### src/sv/stng_pkg.sv
// Shared types, constants and the volume table for the tone/noise sound generator.
`timescale 1ns / 1ps
package stng_pkg;

  localparam logic [1:0] CFG_CLOCKS_PER_SAMPLE = 2'd0;
  localparam logic [1:0] CFG_OVERSAMPLE_ENABLE = 2'd1;
  localparam logic [1:0] CFG_MUTE_MASK         = 2'd2;

  localparam logic [1:0] CMD_CHIP_WRITE   = 2'd0;
  localparam logic [1:0] CMD_STEREO_WRITE = 2'd1;
  localparam logic [1:0] CMD_TICK         = 2'd2;

  localparam logic [19:0] CLOCKS_RESET  = 20'd332470;
  localparam logic [3:0]  MUTE_RESET    = 4'hF;
  localparam logic [16:0] WHITE_TAPS    = 17'h12000;
  localparam logic [16:0] PERIODIC_TAP  = 17'h08000;
  localparam logic [9:0]  NOISE_FOLLOW  = 10'd128;
  localparam logic [3:0]  DIV_STEPS     = 4'd13;
  localparam logic signed [10:0] UNIT_WEIGHT = 11'sd256;
  localparam logic signed [1:0]  POL_POS = 2'sb01;
  localparam logic signed [1:0]  POL_NEG = 2'sb11;
  localparam logic [2:0]  LATCH_NONE    = 3'd4;

  typedef enum logic [3:0] {
    OP_NONE,
    OP_ACCEPT,
    OP_MUL,
    OP_ACC,
    OP_DEC,
    OP_DIV_INIT,
    OP_DIV_STEP,
    OP_UPDATE,
    OP_LOAD_OUT
  } op_e;

  typedef struct packed {
    op_e        op;
    logic [1:0] ch;
  } dp_cmd_t;

  typedef struct packed {
    logic need_div;
    logic out_free;
  } dp_status_t;

  typedef struct packed {
    logic [1:0] cmd;
    logic [7:0] data;
  } in_item_t;

  typedef struct packed {
    logic signed [15:0] left_sample;
    logic signed [15:0] right_sample;
  } out_item_t;

  function automatic logic [12:0] vol_level(input logic [3:0] att);
    logic [12:0] lvl;
    unique case (att)
      4'd0, 4'd1, 4'd2: lvl = 13'd8028;
      4'd3:  lvl = 13'd6842;
      4'd4:  lvl = 13'd5603;
      4'd5:  lvl = 13'd4471;
      4'd6:  lvl = 13'd3636;
      4'd7:  lvl = 13'd2909;
      4'd8:  lvl = 13'd2316;
      4'd9:  lvl = 13'd1778;
      4'd10: lvl = 13'd1427;
      4'd11: lvl = 13'd1104;
      4'd12: lvl = 13'd862;
      4'd13: lvl = 13'd673;
      4'd14: lvl = 13'd539;
      default: lvl = 13'd0;
    endcase
    return lvl;
  endfunction

endpackage

### src/sv/stng_ctrl.sv
// Sequencer for the sound generator: steps mix, counter update and edge-weight divide.
`timescale 1ns / 1ps
module stng_ctrl
  import stng_pkg::*;
(
  input  logic       clk_i,
  input  logic       rst_ni,
  input  logic       in_valid_i,
  input  logic [1:0] in_cmd_i,
  output logic       in_stall_o,
  input  dp_status_t status_i,
  output dp_cmd_t    cmd_o
);

  localparam logic [2:0] ST_IDLE = 3'd0;
  localparam logic [2:0] ST_MUL  = 3'd1;
  localparam logic [2:0] ST_ACC  = 3'd2;
  localparam logic [2:0] ST_DEC  = 3'd3;
  localparam logic [2:0] ST_EVAL = 3'd4;
  localparam logic [2:0] ST_DIV  = 3'd5;
  localparam logic [2:0] ST_UPD  = 3'd6;
  localparam logic [2:0] ST_OUT  = 3'd7;

  logic [2:0] state_q, state_d;
  logic [1:0] ch_q, ch_d;
  logic [3:0] step_q, step_d;

  assign in_stall_o = (state_q != ST_IDLE);

  always_comb begin
    state_d   = state_q;
    ch_d      = ch_q;
    step_d    = step_q;
    cmd_o.op  = OP_NONE;
    cmd_o.ch  = ch_q;
    unique case (state_q)
      ST_IDLE: begin
        if (in_valid_i) begin
          cmd_o.op = OP_ACCEPT;
          if (in_cmd_i == CMD_TICK) begin
            state_d = ST_MUL;
            ch_d    = 2'd0;
          end
        end
      end
      ST_MUL: begin
        cmd_o.op = OP_MUL;
        state_d  = ST_ACC;
      end
      ST_ACC: begin
        cmd_o.op = OP_ACC;
        if (ch_q == 2'd3) begin
          ch_d    = 2'd0;
          state_d = ST_DEC;
        end else begin
          ch_d    = 2'(ch_q + 2'd1);
          state_d = ST_MUL;
        end
      end
      ST_DEC: begin
        cmd_o.op = OP_DEC;
        state_d  = ST_EVAL;
      end
      ST_EVAL: begin
        cmd_o.op = OP_DIV_INIT;
        step_d   = 4'd0;
        state_d  = status_i.need_div ? ST_DIV : ST_UPD;
      end
      ST_DIV: begin
        cmd_o.op = OP_DIV_STEP;
        step_d   = 4'(step_q + 4'd1);
        if (step_q == 4'(DIV_STEPS - 4'd1)) state_d = ST_UPD;
      end
      ST_UPD: begin
        cmd_o.op = OP_UPDATE;
        if (ch_q == 2'd3) begin
          state_d = ST_OUT;
        end else begin
          ch_d    = 2'(ch_q + 2'd1);
          state_d = ST_DEC;
        end
      end
      ST_OUT: begin
        if (status_i.out_free) begin
          cmd_o.op = OP_LOAD_OUT;
          state_d  = ST_IDLE;
        end
      end
      default: state_d = ST_IDLE;
    endcase
  end

  always_ff @(posedge clk_i or negedge rst_ni) begin
    if (!rst_ni) begin
      state_q <= ST_IDLE;
      ch_q    <= 2'd0;
      step_q  <= 4'd0;
    end else begin
      state_q <= state_d;
      ch_q    <= ch_d;
      step_q  <= step_d;
    end
  end

endmodule

### src/sv/stng_dp.sv
// Datapath for the sound generator: chip state, mixer, counters, divider and output register.
`timescale 1ns / 1ps
module stng_dp
  import stng_pkg::*;
(
  input  logic        clk_i,
  input  logic        rst_ni,
  input  dp_cmd_t     cmd_i,
  output dp_status_t  status_o,
  input  in_item_t    in_item_i,
  input  logic        cfg_we_i,
  input  logic [1:0]  cfg_index_i,
  input  logic [19:0] cfg_data_i,
  output logic        out_valid_o,
  input  logic        out_stall_i,
  output out_item_t   out_item_o
);

  logic [19:0] cps_q, cps_d;
  logic        over_q, over_d;
  logic [3:0]  mute_q, mute_d;

  logic [3:0]         vol_q[4], vol_d[4];
  logic [9:0]         period_q[4], period_d[4];
  logic signed [11:0] cnt_q[4], cnt_d[4];
  logic signed [1:0]  pol_q[4], pol_d[4];
  logic signed [9:0]  ew_q[3], ew_d[3];
  logic [16:0] nsr_q, nsr_d;
  logic        white_q, white_d;
  logic [2:0]  lat_ch_q, lat_ch_d;
  logic [3:0]  lat_lo_q, lat_lo_d;
  logic [7:0]  stereo_q, stereo_d;
  logic [15:0] frac_q, frac_d;
  logic [4:0]  n_q, n_d;
  logic signed [11:0] dec2_q, dec2_d;
  logic signed [15:0] left_q, left_d, right_q, right_d;
  logic signed [24:0] prod_q, prod_d;
  logic [12:0] quo_q, quo_d;
  logic [4:0]  rem_q, rem_d;
  logic        dneg_q, dneg_d;
  logic        out_valid_q, out_valid_d;
  out_item_t   out_q, out_d;

  logic [1:0]         k;
  logic [7:0]         d;
  logic [12:0]        lvl;
  logic signed [13:0] base;
  logic signed [9:0]  ew_cur;
  logic signed [10:0] weight;
  logic signed [24:0] biased;
  logic signed [15:0] part;
  logic [20:0]        frac_sum;
  logic [9:0]         wr_period;
  logic signed [11:0] cur_v, dec_v, new_v;
  logic [9:0]         cur_p;
  logic signed [12:0] r1, r2, r3, r4;
  logic signed [11:0] reloaded;
  logic signed [6:0]  snum;
  logic [4:0]         smag;
  logic [5:0]         shifted;
  logic [6:0]         trial;
  logic signed [9:0]  quot;
  logic signed [1:0]  flip;
  logic [16:0]        nsr_seed;
  logic               need_div;

  assign k = cmd_i.ch;
  assign d = in_item_i.data;

  always_comb begin
    unique case (k)
      2'd0: ew_cur = ew_q[0];
      2'd1: ew_cur = ew_q[1];
      2'd2: ew_cur = ew_q[2];
      default: ew_cur = '0;
    endcase
  end

  assign lvl    = vol_level(vol_q[k]);
  assign cur_v  = cnt_q[k];
  assign cur_p  = period_q[k];
  assign need_div = cur_v[11] && (k != 2'd3) && over_q && (n_q != 5'd0);

  // reload: at most four period adds; the first non-negative sum is taken, else the fourth
  assign r1 = {cur_v[11], cur_v} + signed'({3'b0, cur_p});
  assign r2 = r1 + signed'({3'b0, cur_p});
  assign r3 = r2 + signed'({3'b0, cur_p});
  assign r4 = r3 + signed'({3'b0, cur_p});
  assign reloaded = !r1[12] ? r1[11:0] : !r2[12] ? r2[11:0] :
                    !r3[12] ? r3[11:0] : r4[11:0];

  assign biased = prod_q + signed'({17'b0, {8{prod_q[24]}}});
  assign part   = biased[23:8];

  assign snum    = signed'({2'b0, n_q}) + signed'({cur_v[5:0], 1'b0});
  assign smag    = snum[6] ? 5'(-snum) : snum[4:0];
  assign shifted = {rem_q, quo_q[12]};
  assign trial   = {1'b0, shifted} - {2'b0, n_q};
  assign quot    = dneg_q ? 10'(-signed'({1'b0, quo_q[8:0]})) : signed'({1'b0, quo_q[8:0]});
  assign flip    = 2'(-pol_q[k]);
  assign nsr_seed = (nsr_q == 17'd0) ? 17'd1 : nsr_q;

  assign status_o.need_div = need_div;
  assign status_o.out_free = !out_valid_q || !out_stall_i;

  always_comb begin
    cps_d = cps_q; over_d = over_q; mute_d = mute_q;
    vol_d = vol_q; period_d = period_q; cnt_d = cnt_q; pol_d = pol_q; ew_d = ew_q;
    nsr_d = nsr_q; white_d = white_q; lat_ch_d = lat_ch_q; lat_lo_d = lat_lo_q;
    stereo_d = stereo_q; frac_d = frac_q; n_d = n_q; dec2_d = dec2_q;
    left_d = left_q; right_d = right_q; prod_d = prod_q;
    quo_d = quo_q; rem_d = rem_q; dneg_d = dneg_q;
    out_valid_d = out_valid_q; out_d = out_q;
    base = '0; weight = UNIT_WEIGHT; frac_sum = '0; wr_period = '0;
    dec_v = '0; new_v = '0;

    if (cfg_we_i) begin
      unique case (cfg_index_i)
        CFG_CLOCKS_PER_SAMPLE: cps_d = cfg_data_i;
        CFG_OVERSAMPLE_ENABLE: over_d = cfg_data_i[0];
        CFG_MUTE_MASK:         mute_d = cfg_data_i[3:0];
        default: ;
      endcase
    end

    if (out_valid_q && !out_stall_i) out_valid_d = 1'b0;

    unique case (cmd_i.op)
      OP_ACCEPT: begin
        unique case (in_item_i.cmd)
          CMD_CHIP_WRITE: begin
            if (!d[7]) begin
              if (lat_ch_q != LATCH_NONE) begin
                wr_period = {d[5:0], lat_lo_q};
                if (wr_period < 10'd4) wr_period = 10'd0;
                period_d[lat_ch_q[1:0]] = wr_period;
                if (pol_q[lat_ch_q[1:0]] == 2'sd0) pol_d[lat_ch_q[1:0]] = POL_POS;
              end
            end else if (!d[4]) begin
              if (d[6:5] == 2'b11) begin
                period_d[3] = 10'(10'h10 << d[1:0]);
                white_d     = d[2];
                nsr_d       = '0;
                lat_ch_d    = LATCH_NONE;
              end else begin
                lat_ch_d = {1'b0, d[6:5]};
                lat_lo_d = d[3:0];
              end
            end else begin
              vol_d[d[6:5]] = d[3:0];
              lat_ch_d      = LATCH_NONE;
            end
          end
          CMD_STEREO_WRITE: stereo_d = d;
          CMD_TICK: begin
            left_d   = '0;
            right_d  = '0;
            frac_sum = {5'b0, frac_q} + {1'b0, cps_q};
            n_d      = frac_sum[20:16];
            frac_d   = frac_sum[15:0];
          end
          default: ;
        endcase
      end
      OP_MUL: begin
        if (k == 2'd3) begin
          base = (mute_q[3] && nsr_q[0]) ? signed'({1'b0, lvl}) : 14'sd0;
        end else if (mute_q[k] && pol_q[k] == POL_POS) begin
          base = signed'({1'b0, lvl});
        end else if (mute_q[k] && pol_q[k] == POL_NEG) begin
          base = 14'(-signed'({1'b0, lvl}));
        end
        if (over_q && k != 2'd3 && ew_cur != 10'sd0) weight = {ew_cur[9], ew_cur};
        prod_d = base * weight;
      end
      OP_ACC: begin
        if (stereo_q[{1'b1, k}]) left_d  = 16'(left_q + part);
        if (stereo_q[{1'b0, k}]) right_d = 16'(right_q + part);
      end
      OP_DEC: begin
        dec_v = 12'(cur_v - signed'({7'b0, n_q}));
        if (k == 2'd3 && cur_p == NOISE_FOLLOW) new_v = dec2_q;
        else if (cur_p != 10'd0) new_v = dec_v;
        else new_v = cur_v;
        cnt_d[k] = new_v;
        if (k == 2'd2) dec2_d = new_v;
      end
      OP_DIV_INIT: begin
        dneg_d = snum[6];
        quo_d  = {smag, 8'b0};
        rem_d  = '0;
      end
      OP_DIV_STEP: begin
        if (!trial[6]) rem_d = trial[4:0];
        else rem_d = shifted[4:0];
        quo_d = {quo_q[11:0], !trial[6]};
      end
      OP_UPDATE: begin
        if (cur_v[11]) begin
          for (int i = 0; i < 3; i++) begin
            if (k == 2'(i) && need_div) ew_d[i] = quot;
          end
          pol_d[k] = flip;
          if (cur_p != 10'd0) cnt_d[k] = reloaded;
          if (k == 2'd3 && flip == POL_POS) begin
            if (nsr_seed[0]) nsr_d = (nsr_seed >> 1) ^ (white_q ? WHITE_TAPS : PERIODIC_TAP);
            else nsr_d = nsr_seed >> 1;
          end
        end else begin
          for (int i = 0; i < 3; i++) begin
            if (k == 2'(i)) ew_d[i] = '0;
          end
        end
      end
      OP_LOAD_OUT: begin
        out_d.left_sample  = left_q;
        out_d.right_sample = right_q;
        out_valid_d        = 1'b1;
      end
      default: ;
    endcase
  end

  always_ff @(posedge clk_i or negedge rst_ni) begin
    if (!rst_ni) begin
      cps_q       <= CLOCKS_RESET;
      over_q      <= 1'b0;
      mute_q      <= MUTE_RESET;
      for (int i = 0; i < 4; i++) begin
        vol_q[i]    <= '0;
        period_q[i] <= '0;
        cnt_q[i]    <= '0;
        pol_q[i]    <= '0;
      end
      pol_q[3]    <= POL_POS;
      for (int i = 0; i < 3; i++) ew_q[i] <= '0;
      nsr_q       <= '0;
      white_q     <= 1'b0;
      lat_ch_q    <= LATCH_NONE;
      lat_lo_q    <= '0;
      stereo_q    <= 8'hFF;
      frac_q      <= '0;
      n_q         <= '0;
      out_valid_q <= 1'b0;
    end else begin
      cps_q       <= cps_d;
      over_q      <= over_d;
      mute_q      <= mute_d;
      vol_q       <= vol_d;
      period_q    <= period_d;
      cnt_q       <= cnt_d;
      pol_q       <= pol_d;
      ew_q        <= ew_d;
      nsr_q       <= nsr_d;
      white_q     <= white_d;
      lat_ch_q    <= lat_ch_d;
      lat_lo_q    <= lat_lo_d;
      stereo_q    <= stereo_d;
      frac_q      <= frac_d;
      n_q         <= n_d;
      out_valid_q <= out_valid_d;
    end
  end

  always_ff @(posedge clk_i) begin
    dec2_q  <= dec2_d;
    left_q  <= left_d;
    right_q <= right_d;
    prod_q  <= prod_d;
    quo_q   <= quo_d;
    rem_q   <= rem_d;
    dneg_q  <= dneg_d;
    out_q   <= out_d;
  end

  assign out_valid_o = out_valid_q;
  assign out_item_o  = out_q;

endmodule

### src/sv/square_tone_noise_sound_generator.sv
// Top level of the three-tone plus noise sound generator.
//
// Input channel (in_valid_i / in_stall_o / in_data_i): each request carries a
// command and a byte: chip register write, stereo mask write, or sample tick.
// A write does not stall: the next request is taken in the cycle after it.
// A tick produces one stereo sample on the output channel (out_valid_o /
// out_stall_i / out_data_o): a multiply and accumulate step per channel on one
// shared multiplier, then decrement, evaluate and update steps per channel with
// a serial divide for each tone channel that flips while edge weighting is on,
// then a load of the output register. The sample sits in an output register;
// a stalled receiver holds it there and the next request is still taken; a
// later tick waits only to load it. Configuration (cfg_valid_i / cfg_ready_o,
// always ready) writes the clock ratio, the oversample flag and the channel
// mute mask; the user writes them only while idle, which the block does not
// enforce. Reset (rst_ni low, asynchronous) silences all channels, selects no
// latched channel, opens the stereo mask and empties the output register.
`timescale 1ns / 1ps
module square_tone_noise_sound_generator
  import stng_pkg::*;
(
  input  logic        clk_i,
  input  logic        rst_ni,
  input  logic        in_valid_i,
  output logic        in_stall_o,
  input  in_item_t    in_data_i,
  output logic        out_valid_o,
  input  logic        out_stall_i,
  output out_item_t   out_data_o,
  input  logic        cfg_valid_i,
  output logic        cfg_ready_o,
  input  logic [1:0]  cfg_index_i,
  input  logic [19:0] cfg_data_i
);

  dp_cmd_t    dp_cmd;
  dp_status_t dp_status;

  assign cfg_ready_o = 1'b1;

  stng_ctrl u_ctrl (
    .clk_i      (clk_i),
    .rst_ni     (rst_ni),
    .in_valid_i (in_valid_i),
    .in_cmd_i   (in_data_i.cmd),
    .in_stall_o (in_stall_o),
    .status_i   (dp_status),
    .cmd_o      (dp_cmd)
  );

  stng_dp u_dp (
    .clk_i       (clk_i),
    .rst_ni      (rst_ni),
    .cmd_i       (dp_cmd),
    .status_o    (dp_status),
    .in_item_i   (in_data_i),
    .cfg_we_i    (cfg_valid_i),
    .cfg_index_i (cfg_index_i),
    .cfg_data_i  (cfg_data_i),
    .out_valid_o (out_valid_o),
    .out_stall_i (out_stall_i),
    .out_item_o  (out_data_o)
  );

  a_load_free: assert property (@(posedge clk_i) disable iff (!rst_ni)
    (dp_cmd.op == OP_LOAD_OUT) |-> (!out_valid_o || !out_stall_i))
    else $error("sample loaded over a pending one");

  a_tick_busy: assert property (@(posedge clk_i) disable iff (!rst_ni)
    (in_valid_i && !in_stall_o && in_data_i.cmd == CMD_TICK) |=> in_stall_o)
    else $error("tick request did not start the sequencer");

  a_write_fast: assert property (@(posedge clk_i) disable iff (!rst_ni)
    (in_valid_i && !in_stall_o && in_data_i.cmd != CMD_TICK) |=> !in_stall_o)
    else $error("write request stalled the input");

endmodule

### config.mk
export PLATFORM = sky130hd
export DESIGN_NAME = square_tone_noise_sound_generator
export DESIGN_NICKNAME = d
export VERILOG_FILES = /design/src/sv/stng_pkg.sv /design/src/sv/stng_ctrl.sv /design/src/sv/stng_dp.sv /design/src/sv/square_tone_noise_sound_generator.sv
export SDC_FILE = /design/constraint.sdc
export NUM_CORES = 1
export LEC_CHECK = 0
export BUFFER_PORTS_ARGS = -buffer_cell sky130_fd_sc_hd__buf_2
export CAP_MARGIN = 20
export CORE_UTILIZATION = 55
export DETAILED_ROUTE_END_ITERATION = 7
export GPL_ROUTABILITY_DRIVEN = 0
export PLACE_DENSITY = 0.76
export SYNTH_ARGS = -nofsm -noshare
export SYNTH_HDL_FRONTEND = slang
export SYNTH_SLANG_ARGS = --single-unit
### constraint.sdc
create_clock -name clk_i -period 17.4 [get_ports clk_i]
set_input_delay 3.48 -clock clk_i [delete_from_list [all_inputs] [get_ports clk_i]]
set_output_delay 3.48 -clock clk_i [all_outputs]
set_load 0.02 [all_outputs]
-- Word-level counts from Yosys, hierarchy flattened
Memory sizes are Yosys's and may differ from the RTL's.
Cells that the tools add are included.
- register bits after elaboration: 351
- bits in read-only memories: 208
- output and inout port bits: 35
- memories: 1
- memory list (memory ; depth ; width ; rd ports ; clocked after memory_dff ; wr ports ; RTL line ; RTL):
    (name not given) ; 16 ; 13 ; 1 ; 0 ; 0 ; stng_pkg.sv:58 ; unique case (att)
- add/subtract/negate cells: 17
- multiply operators: 1
- order comparisons: 10
- equality and inequality tests: 53
- shift operators: 1
- multiplexer cells: 116
- bitwise logic cells: 10
- reduce and logical (&&, ||, !) cells: 64
- operator list (kind ; count):
    $mux W10 ; 19
    $mux W17 ; 9
    $mux W12 ; 9
    $bwmux W48 ; 2
    $mux W48 ; 2
    $pmux W48 S2 ; 1
    $pmux W16 S2 ; 2
    $mux W14 ; 4
    $mux W16 ; 3
    $bwmux W40 ; 1
    $mux W8 ; 5
    $pmux W17 S2 ; 1
    $add A16 B16 Y16 ; 2
    $pmux W4 S8 ; 1
    $mux W30 ; 1
    $pmux W10 S3 ; 1
    $add A13 B11 Y13 ; 2
    $pmux W13 S2 ; 1
    $mul A14 B11 Y25 ; 1
    $add A24 B9 Y24 ; 1
    $bmux W12 S2 ; 1
    $demux W12 S2 ; 1
    $mux W2 ; 12
    $ne A2 B1 Y1 const B ; 12
    other kinds (73) ; 178

-- Longest topological paths before layout
- word-level depth: 15
- gate-level depth with buffers: 35
- mapped depth without buffers: 32

-- Cells and area by module
From an unflattened synthesis, not the netlist that was laid out.
- cell total of the unflattened synthesis: 2725
- area, all modules: 26945.8 um2
- by module, submodules not included (module ; instances ; cells each ; area an instance (um2)):
    stng_dp ; 1 ; 2658 ; 26355.3
    stng_ctrl ; 1 ; 65 ; 579.3
    square_tone_noise_sound_generator ; 1 ; 2 ; 11.3

-- Least setup slack after synthesis
Ideal clock, no wire load.
- path type: reg-to-reg
- start point: register u_ctrl.ch_q[0]
- end point: register u_dp.prod_q[23] (data pin)
- setup time: 0.258 ns
- arrival: 7.482 ns
- data required time: 17.142 ns
- slack: 9.660 ns
- cell stages (with the launch flop): 35
- clock period less this slack: 7.740 ns
- cell sequence: dfrtp_1 -> buf_6 -> buf_12 -> mux4_2 -> inv_1 -> ha_1 -> nor2_1 -> a21oi_1 -> a21oi_1 -> ha_1 -> nand3_1 -> o21ai_1 -> o21ai_1 -> xor2_1 -> o22ai_1 -> buf_2 -> nand2_1 -> fa_1 -> fa_1 -> inv_1 -> fa_1 -> fa_1 -> inv_1 -> fa_1 -> inv_1 -> ha_1 -> a21oi_1 -> nor2_1 -> a21oi_1 -> a31oi_1 -> a2111oi_0 -> nor2_1 -> o21a_1 -> nor2_1 -> xnor2_1
- word-level cells in the longest chain between the ends: 11
- elaborated cells between the ends (all ways): 32
- RTL lines (element ; RTL line ; RTL):
    from (decl) ; stng_ctrl.sv:25 ; logic [1:0] ch_q, ch_d;
    from (signal assigned) ; stng_ctrl.sv:100 ; ch_q <= ch_d;
    $not A2 Y3 (not written as such) ; stng_dp.sv:79, stng_dp.sv:168, stng_dp.sv:170 ;
    $bmux W4 S2 or $bmux W2 S2 (tied branches) ; stng_dp.sv:79, stng_dp.sv:168, stng_dp.sv:170 ;
    $mux W4 (not written as such) or $mux W2 (tied branches) (2 in series) ; stng_dp.sv:79, stng_dp.sv:168, stng_dp.sv:170 ;
    $mem_v2 Z16 W13 or $eq A2 B1 Y1 (tied branches) ; -- ;
    $neg A13 Y14 or $logic_and A1 B1 Y1 (tied branches) ; stng_dp.sv:171, stng_dp.sv:170 ;
    $mux W14 ; stng_dp.sv:170 ; end else if (mute_q[k] && pol_q[k] == POL_NEG) begin
    $mux W14 ; stng_dp.sv:168 ; end else if (mute_q[k] && pol_q[k] == POL_POS) begin
    $mux W14 ; stng_dp.sv:166 ; if (k == 2'd3) begin
    $mux W14 ; stng_dp.sv:128 ; unique case (cmd_i.op)
    $mul A14 B11 Y25 * ; stng_dp.sv:174 ; prod_d = base * weight;
    to (signal assigned) ; stng_dp.sv:269 ; prod_q <= prod_d;
    to (decl) ; stng_dp.sv:37 ; logic signed [24:0] prod_q, prod_d;
Every way passes the cells marked *; elsewhere a longest branch is shown, timed or not. The select of a mux whose other input is x is not followed.
A chain may end at the register's enable or synchronous reset.

-- Final worst setup path
- start point: register u_ctrl.ch_q[0]
- end point: register u_dp.prod_q[22] (data pin)
The elaborated chain is that of the path after synthesis.

==> impl_metrics.toml <==
[outcome]
status = "finished, final reports clean"

[detailed_routing]
vias = 19600
drt_first_pass_iters = 5
drc = 0
avgViaCountPerCell = 5.94
wl_um = 61600
drt_iter0_markers = 1289
routedWlPerCell_um = 18.6
antenna_left = 0

[floorplan]
initial_core_util_pct = 55.8
die_h_um = 222
rows = 80
die_x_um = 222
core_mm2 = 0.0477
ioPinCount = 72
fp.dieArea_mm2 = 0.0493

[hold_path]
hold_path_end = "u_dp.out_item_o[25]"
worstHoldStart = "u_dp.left_q[9]"
hold_path_depth = 0
hold_class = "reg2reg"

[worst_setup_path]
crit_top_cell = "fa_1"
critPathMaxStageDelay_ps = 820
crit_type = "reg2reg"
reg2regPathDepth = 30
cp_slowest_cell = "mux4_2"
r2r-end = "u_dp.prod_q[22]"
cp.required_ps = 17690
startpoint_type = "flip-flop"
worstPathArrival_ps = 9390
crit_path_end_kind = "flip-flop"
r2r_setup_slack_ps = 8300
cp_max_fo = 35
r2r_start = "u_ctrl.ch_q[0]"

[clock_network]
cts_inserted_buffers = 39
clockBufferDepth = 3
hold_buffers = 0
htreeDepth = 2
cts_tree = "built"
postCtsSetupBuffers = 0
clock_sinks = 351
root_buffer = "clkbuf_16"
clk_pin_slew_worst_paths_ps = 60
insertion_delay_ps = 570
cts.repair.resized = 0

[place]
dp_hpwl_um = 46200
post-place-ws_ps = 8470
port_buffers = 70
placedCellCount = 3234
dpl_cell_area_mm2 = 0.0275

[synth]
yosysSeqAreaShare_pct = 35.3
synth_common_cells = "nand2_1, inv_1, dfrtp_1, nor2_1, ha_1"
syn-cell-area_mm2 = 0.0266
netlist_top_cells_area = "dfrtp_1, edfxtp_1, fa_1, ha_1, mux2_2"
yosys_warnings = 0
syn_inst = 2620
synth_edf_count = 120
synth.top_cell.area_share_pct = 19.5
synth_nets = 2991
yosysMostFrequentCell = "nand2_1"
syn_avg_cell_area_um2 = 10.2
ys_ff_latch = 351
synthArstFlopShare_pct = 65.8
yosysTopAreaCell = "dfrtp_1"
synth.distinct_cells = 91
ys.flop_type = "dfrtp_1"

[timing]
worstMarginPinSlew_ps = 1090
period_share_pct = 52.3
slew_viol_final = 0
fin_tns_setup_ps = 0
slew_headroom_pct = 27.4
max_freq_ghz = 0.110
setup_viol_count_final = 0
rsz0062_at_grt = "false"
skew_ps = 30.7
worst_slack_ps = 8300
whs_ps = 455
finalHoldViolations = 0
fin_crit_ps = 9100

[layout]
drive_above_1_share_pct = 14.5
final_util_pct = 60.4
postLayoutCellArea_mm2 = 0.0288
n_antenna_cell = 0
fin_nets = 3032
syn_to_final_growth_pct = 8.22
fillers = 3731
finalNonFillerCells = 3305

[job]
drv_cap = 0

[grt]
grt_max_degree = 119
met2_usage_pct = 44.7
track_usage_pct = 25.4
use_met1_pct = 31.0
top_usage_layer = "met2"
antenna_found_initial = 0
grt_pass1_wl_um = 101000
grtUsageMet3_pct = 3.59
overflow = 0
grt_pass1_vias = 20400

[power_and_ir_drop]
vdd_drop_max_uv = 136
pwr_density_cell_mw_per_mm2 = 168
power_mw = 4.83
p_leak_nw = 13.0
==> worst max-delay path by stage <==
stage / start / slack [ps] / to / cells after the start
floorplan: u_ctrl.ch_q[0] / 9660 / u_dp.prod_q[23] / 34
global placement: u_ctrl.ch_q[0] / 8640 / u_dp.prod_q[23] / 30
detailed placement: u_ctrl.ch_q[0] / 8470 / u_dp.prod_q[23] / 30
CTS: u_ctrl.ch_q[0] / 8430 / u_dp.prod_q[23] / 30
global route: u_ctrl.ch_q[0] / 7740 / u_dp.prod_q[23] / 30
finish: u_ctrl.ch_q[0] / 8300 / u_dp.prod_q[22] / 30
==> power by group <==
group / internal [mW] / total (mW) / switching [mW]
clock network: 0.495 / 0.836 / 0.341
registers: 1.18 / 1.34 / 0.165
logic: 1.04 / 2.65 / 1.61
==> registers in the layout, indices dropped and copies added (netlist names), 2 cells and up <==
name and cells:
u_dp.out_item_o 32, u_dp.cps_q 20, u_dp.right_q 16, u_dp.n_q 5, u_dp.pol_q 8, u_ctrl.ch_q 2, u_dp.nsr_q 17, u_dp.rem_q 5
u_dp.dec2_q 12, u_dp.stereo_q 8, u_dp.frac_q 16, u_ctrl.step_q 4, u_ctrl.state_q 3, u_dp.prod_q 25, u_dp.lat_lo_q 4, u_dp.ew_q 30
u_dp.quo_q 13, u_dp.lat_ch_q 3, u_dp.vol_q 16, u_dp.left_q 16, u_dp.cnt_q 48, u_dp.mute_q 4, u_dp.period_q 40
==> worst max-delay path: cells and delay by family (launching register included) <==
kind	cells	cell delay (ps)
AOI/OAI and AO/OA	12	2710
xor gates and xnor gates	2	290
adders and majority gates	7	3180
buffers and inverters	4	710
DFF	1	400
muxes	1	820
and+or+nand+nor	4	680
==> metal layers <==
| metal | wire length [um] | vias up |
|---|---|---|
| met5 | 0 | - |
| li1 | - | 9140 |
| met4 | 2520 | 0 |
| met2 | 30700 | 641 |
| met3 | 3390 | 171 |
| met1 | 25000 | 9696 |
==> placed cells by master, fill, tap and decap left out, types with 8 or more instances in the layout <==
cell / instances
a31oi_1: 13
buf_4: 19
edfxtp_1: 120
nor4_1: 15
o22ai_1: 12
o21ai_1: 20
nand4_1: 9
nor2_1: 208
nand3_1: 44
o21bai_1: 12
nand2_1: 275
a211oi_1: 12
ha_1: 179
clkbuf_8: 8
and3_1: 16
xnor2_1: 94
nor2b_1: 38
or2_2: 11
dfrtp_1: 207
clkbuf_16: 41
or3_1: 9
a21oi_1: 119
a222oi_1: 10
dfstp_2: 23
o21ai_0: 129
o21a_1: 16
mux2_2: 146
nor3_1: 46
inv_1: 254
mux4_2: 29
o31ai_1: 14
fa_1: 155
nand2b_1: 23
a21o_1: 29
xor2_1: 60
mux2i_1: 27
and2_1: 33
buf_2: 69
==> logic make-up (layout without fill, tap and decap cells) <==
family	count (synthesis)	after routing	share of synthesized area (%)
other cells	1	1	0.0141
fa+ha+maj	334	334	20.1
simple gates	762	762	13.3
compound gates	469	469	11.2
xor+xnor	156	156	5.21
flops	351	351	35.3
mux	203	203	9.70
buf+inv	344	414	5.16
==> cell type report <==
| cell class | instances | area [um2] | area share [%] |
|---|---|---|---|
| Clock buffer | 54 | 1150 | 4.01 |
| Clock inverter | 16 | 150 | 0.521 |
| Inverter | 254 | 953 | 3.31 |
| Multi-Input combinational cell | 1925 | 15900 | 55.1 |
| Sequential cell | 351 | 9410 | 32.7 |
| Tap cell | 615 | 769 | 2.67 |
| Timing Repair Buffer | 90 | 510 | 1.77 |
No activity file was read; power rests on OpenSTA's default activity.
